[src/design/hmr_pkg.sv]
// shared types and constants for the histogram max rectangle block
`timescale 1ns / 1ps

package hmr_pkg;

   localparam int MAX_BARS_DEFAULT    = 1024;
   localparam int HEIGHT_BITS_DEFAULT = 32;
   localparam int HEIGHT_W            = 32;
   localparam int AREA_W              = 42;
   localparam int POS_W               = 17;

   typedef struct packed {
      logic [HEIGHT_W-1:0] height;
      logic                last_bar;
   } req_type;

   typedef struct packed {
      logic [AREA_W-1:0] max_area;
      logic              overflowed;
   } rsp_type;

   // classified bar as handed from front to back
   typedef struct packed {
      req_type          bar;
      logic             skip;
      logic [POS_W-1:0] pos;
   } work_type;

   typedef struct packed {
      logic stack_empty;
      logic flushing;
   } status_type;

endpackage

[src/design/hmr_front.sv]
// bar counter, overflow classification and two-entry work queue
`timescale 1ns / 1ps

module hmr_front #(
   parameter int MAX_BARS = hmr_pkg::MAX_BARS_DEFAULT
) (
   input  logic              clock,
   input  logic              reset,
   input  logic              req_valid,
   output logic              req_ready,
   input  hmr_pkg::req_type  req_data,
   output logic              wk_valid,
   input  logic              wk_ready,
   output hmr_pkg::work_type wk_data
);

   localparam int CNT_W = $clog2(MAX_BARS + 1);

   logic [CNT_W-1:0]  bar_count_ff, bar_count_in;
   hmr_pkg::work_type slot_ff [2];
   logic              wr_ptr_ff, wr_ptr_in;
   logic              rd_ptr_ff, rd_ptr_in;
   logic [1:0]        count_ff, count_in;
   logic              push, pop, skip;
   hmr_pkg::work_type entry;

   assign req_ready = (count_ff != 2'd2);
   assign wk_valid  = (count_ff != 2'd0);
   assign wk_data   = slot_ff[rd_ptr_ff];

   assign push = req_valid && req_ready;
   assign pop  = wk_valid && wk_ready;
   assign skip = (bar_count_ff == CNT_W'(MAX_BARS));

   always_comb begin
      entry.bar  = req_data;
      entry.skip = skip;
      entry.pos  = hmr_pkg::POS_W'(bar_count_ff);
   end

   always_comb begin
      bar_count_in = bar_count_ff;
      if (push) begin
         if (req_data.last_bar) begin
            bar_count_in = '0;
         end else if (!skip) begin
            bar_count_in = bar_count_ff + CNT_W'(1);
         end
      end
      wr_ptr_in = push ? ~wr_ptr_ff : wr_ptr_ff;
      rd_ptr_in = pop ? ~rd_ptr_ff : rd_ptr_ff;
      count_in  = count_ff + {1'b0, push} - {1'b0, pop};
   end

   always_ff @(posedge clock) begin
      if (reset) begin
         bar_count_ff <= '0;
         wr_ptr_ff    <= 1'b0;
         rd_ptr_ff    <= 1'b0;
         count_ff     <= 2'd0;
      end else begin
         bar_count_ff <= bar_count_in;
         wr_ptr_ff    <= wr_ptr_in;
         rd_ptr_ff    <= rd_ptr_in;
         count_ff     <= count_in;
      end
   end

   always_ff @(posedge clock) begin
      if (push) begin
         slot_ff[wr_ptr_ff] <= entry;
      end
   end

endmodule

[config.mk]
export PLATFORM = sky130hd
export DESIGN_NAME = hmr_front
export DESIGN_NICKNAME = d
export VERILOG_FILES = /design/src/design/hmr_pkg.sv /design/src/design/hmr_front.sv
export SDC_FILE = /design/constraint.sdc
export NUM_CORES = 1
export LEC_CHECK = 0
export ABC_AREA = 1
export BUFFER_PORTS_ARGS = -buffer_cell sky130_fd_sc_hd__buf_2
export CAP_MARGIN = 10
export CORE_MARGIN = 2
export CORE_UTILIZATION = 54
export CTS_BUF_LIST = sky130_fd_sc_hd__clkbuf_16
export DETAILED_ROUTE_END_ITERATION = 7
export GPL_TIMING_DRIVEN = 0
export PLACE_DENSITY = 0.82
export SKIP_LAST_GASP = 1
export SLEW_MARGIN = 20
export SYNTH_ARGS = -nofsm -noshare
export SYNTH_HDL_FRONTEND = slang
export SYNTH_SLANG_ARGS = --single-unit
[constraint.sdc]
create_clock -name clock -period 4.25 [get_ports clock]
set_input_delay 0.85 -clock clock [delete_from_list [all_inputs] [get_ports clock]]
set_output_delay 0.85 -clock clock [all_outputs]
set_load 0.01 [all_outputs]
; Yosys cells after proc, flatten, opt, wreduce, memory -nomap -nowiden
; Memories as Yosys holds them, arrays and structs flattened. A register that Yosys moved wholly into a read port is not among the register bits.
; Index checks and enable logic that the tools add are counted.
[word_totals]
register_bits = 15
latch_bits = 0
ramBits = 90
romBits = 0
in_bits = 37
out_inout_bits = 53
word_cells = 23
memories = 1
[mem_list]
columns = name, words, word_bits, read_ports, rd_clocked_by_memory_dff, write_ports, line_no
row1 = slot_ff, 2, 45, 1, 1, 1, hmr_front.sv:20  ; hmr_pkg::work_type slot_ff [2];
[op_classes]
n_addsub = 3
multipliers = 0
n_div = 0
n_lt_le_gt_ge = 0
n_eq_ne = 3
shifts = 0
mux = 6
n_bitwise = 2
reduce_logical = 4
[op_table]
columns = cell, count
row1 = 11-bit 2-to-1 mux, 2
row2 = 11-bit by 1-bit adder with 11-bit output (second input constant), 1
row3 = 11-bit equality test (second input constant), 1
row4 = 1-bit 2-to-1 mux, 4
row5 = 2-bit inequality test (second input constant), 2
row6 = 2-bit by 1-bit adder with 2-bit output, 1
row7 = 1-bit logical AND, 2
row8 = 1-bit inverter, 2
row9 = 2-bit AND reduction, 1
row10 = 2-bit nonzero test, 1
row11 = 2-bit by 1-bit subtractor with 2-bit output, 1

; Logic depth before layout (Yosys ltp)
[logic_depth]
word_depth = 4
depth_mapped = 10
ltp_nobuf = 10

; Least setup slack after synthesis
; No wires, ideal clock.
[synth_path]
path_type = input -> register
start = in req_valid
end = mem slot_ff[1][0] in the netlist's numbering, enable pin
setup_time_ns = 0.449
arrival_time_ns = 2.850
required_time_ns = 3.801
path_slack_ns = 0.951
cell_stages = 2
n_path_buf = 0
path_cell_list = nand2_2 -> nor2_1
[synth_between]
elab_chain_cells = 3
[synth_rtl]
columns = element, line_no
row1 = from (decl), hmr_front.sv:9  ; input logic req_valid,
row2 = 1-bit logical AND, hmr_front.sv:31  ; assign push = req_valid && req_ready;
row3 = 1-bit 2-to-1 mux, hmr_front.sv:70  ; if (push) begin
row4 = 1-bit 2-to-1 mux (not written as such), hmr_front.sv:71  ; slot_ff[wr_ptr_ff] <= entry;
row5 = to (decl), hmr_front.sv:20
; Every way passes these cells.

==> impl_metrics.csv <==
group,metric,value,unit
floorplanning,initial_core_util,56.1,%
finish,post_layout_nonfiller_instances,530,
floorplanning,dieArea,8850,µm²
synth,synth_flop_cell,"edfxtp_1",
placement,gp_congestion,0.879,
finish,mostFrequentLayoutCells,"90 x edfxtp_1, 88 x buf_2, 45 x mux2_2",
floorplanning,ios,90,
placement,dp_hpwl,5710,µm
global_routing,gr-total-overflow,0,
detailed_routing,dr.pass1.iters,4,
detailed_routing,vias,2734,
critical_path,slowest_delay,380,ps
run_status,status,"finished clean",
clock_network,cts_resized,0,
clock_network,postCtsSetupRepairBufs,0,
detailed_routing,ant_nets,0,
critical_path,cp_top_family,"buffers and inverters",
synth,synth.cell_area,4380,µm²
global_routing,grt_pass1_vias,2701,
synth,avgSynthCellArea,13.7,µm²
sta,period_share,59.7,%
finish,area_growth_syn_to_layout,22.4,%
synth,synth-seq-area-share,69.0,%
clock_network,clk_latency,340,ps
critical_path,crit_path_max_fanout,10,
critical_path,path_class,"flip-flop to output port",
finish,fill_cells,555,
critical_path,critPathSlowestCell,"mux2_2",
global_routing,grt_pass1_wl,12700,µm
synth,synth_cell_types,26,
sta,fmax,394,MHz
flow_run,max_cap_violations,0,
floorplanning,die_h,94.1,µm
sta,min_period,2540,ps
detailed_routing,finalWirelength,8180,µm
global_routing,grt_use_total,19.1,%
finish,drive_above_1_share,41.4,%
sta,rsz0062_at_grt,"no",
finish,multiInputGateArea,1150,µm²
synth,ys_warn_count,0,
sta,timing.final.hold_violations,0,
detailed_routing,wire_per_inst,15.4,µm
power_and_ir_drop,power,2.93,mW
finish,layout_commonest_cell,"edfxtp_1",
clock_network,clock_path_buffers,2,
critical_path,crit_arrival,1690,ps
finish,num_antenna_cells,0,
sta,finClkSkew,6.10,ps
synth,synthArstFlopShare,0,%
sta,slew_viol_final,0,
critical_path,crit_required,3400,ps
detailed_routing,drt_iter0_markers,90,
synth,synth_edf_count,90,
global_routing,grt_max_degree,20,
critical_path,crit_path_end_kind,"output port",
critical_path,worst-path-buf-inv,3,
placement,dp_cells,514,
min_path,hold_class,"flip-flop to flip-flop",
clock_network,cts_made_buffers,9,
power_and_ir_drop,p_leak,2.13,nW
floorplanning,core_area,7810,µm²
clock_network,cts_root_buf,"clkbuf_16",
critical_path,path_common_cell,"buf_2",
synth,syn_inst,320,
sta,setup_tns,0,ps
floorplanning,row_count,32,
clock_network,numClockSinks,106,
detailed_routing,viasPerCell,5.16,
critical_path,worstPathCellList,"buf_2, buf_2, mux2_2, buf_2",
clock_network,clkTransAtPathRegs,70,ps
sta,setup_viol,0,
finish,seq_area,3020,µm²
placement,io_buffers,83,
global_routing,antenna_found_initial,0,
floorplanning,fp.dieW,94.1,µm
critical_path,start_kind,"flip-flop",
clock_network,htree_num_levels,3,
detailed_routing,drc,0,
power_and_ir_drop,pwr_density_cell,547,nW/µm²
power_and_ir_drop,peakVddDrop,278,µV
clock_network,cts_tree,"yes",
synth,synth-seq-cells,106,
finish,nNetsFinal,464,
clock_network,ctsHoldBuffers,0,
## power breakdown
part	internal, mW	switching (mW)	total (mW)
logic	0.351	0.413	0.764
clock network	0.456	0.359	0.815
registers	1.31	0.0470	1.35
## logic make-up (layout without fill, tap and decap cells)
group,after synthesis,count (layout),synth area share [%]
AOI/OAI and AO/OA,12,12,1.37
xor gates and xnor gates,1,1,0.200
adders and majority gates,4,4,1.14
buffers and inverters,47,150,5.45
DFF,106,106,69.0
muxes,45,45,11.6
other,1,6,0.0856
and+or+nand+nor,104,104,11.2
## cell usage after synthesis (all sizes together), types with 2 or more instances
cell    number  area share, %
a21oi        7           0.80
buf         16            2.8
clkinv       2           0.17
dfxtp       16            7.3
edfxtp      90             62
ha           4            1.1
inv         29            2.5
mux2        45             12
nand2       48            4.3
nand3       21            3.3
nand4        3           0.43
nor2        28            2.6
nor3         2           0.23
o21ai        5           0.57
## cell type report
cell class / count / share of cell area, %
clock buffers: 9 / 4.20
multi-input cells: 172 / 21.5
repair buffers: 87 / 9.80
clock inverters: 7 / 1.31
well taps: 102 / 2.38
inverters: 31 / 2.17
plain buffers: 16 / 2.29
flip-flops and latches: 106 / 56.4
## path summary, 6_finish.rpt
path / cells past startpoint / from / slack [ps] / end
setup / recovery: 4 / flip-flop / 1710 / wk_data[47]
hold reg to reg: 1 / rd_ptr_ff$_SDFFE_PP0P_ / 460 / flip-flop
hold / removal: 1 / rd_ptr_ff$_SDFFE_PP0P_ / 460 / flip-flop
setup reg to reg: 6 / count_ff[0]$_SDFF_PP0_ / 2600 / slot_ff[0][5]$_DFFE_PP_
## stage by stage
step / hold WS (ps) / setup slack [ps] / utilization (%) / cell area, µm²
after global routing: 486 / 1610 / 68.7 / 5360
after CTS: 463 / 1690 / 68.7 / 5360
after floorplan: 425 / 951 / - / 4400
after global placement: 436 / -184 / 63.3 / 4940
after detailed placement: 449 / 2070 / 64.9 / 5070
final: 457 / 1710 / 68.7 / 5360
## state kept, by name (all words and copies together), names as in the netlist, named ones only
| signal | flops |
|---|---|
| slot_ff | 90 |
| bar_count_ff | 11 |
| count_ff | 2 |
| rd_ptr_ff | 1 |
| wr_ptr_ff | 1 |
## layer usage
| metal | vias to the layer above | share of wire (%) | wire (µm) | GRT usage [%] |
|---|---|---|---|---|
| met1 | 1311 | 40 | 3290 | 22.6 |
| met3 | 17 | 6.2 | 505 | 5.78 |
| met5 | - | 0 | 0 | 0 |
| li1 | 1314 | - | - | - |
| met4 | 0 | 2.0 | 161 | 7.00 |
| met2 | 92 | 52 | 4220 | 33.0 |
No activity file was read; power rests on OpenSTA's default activity.
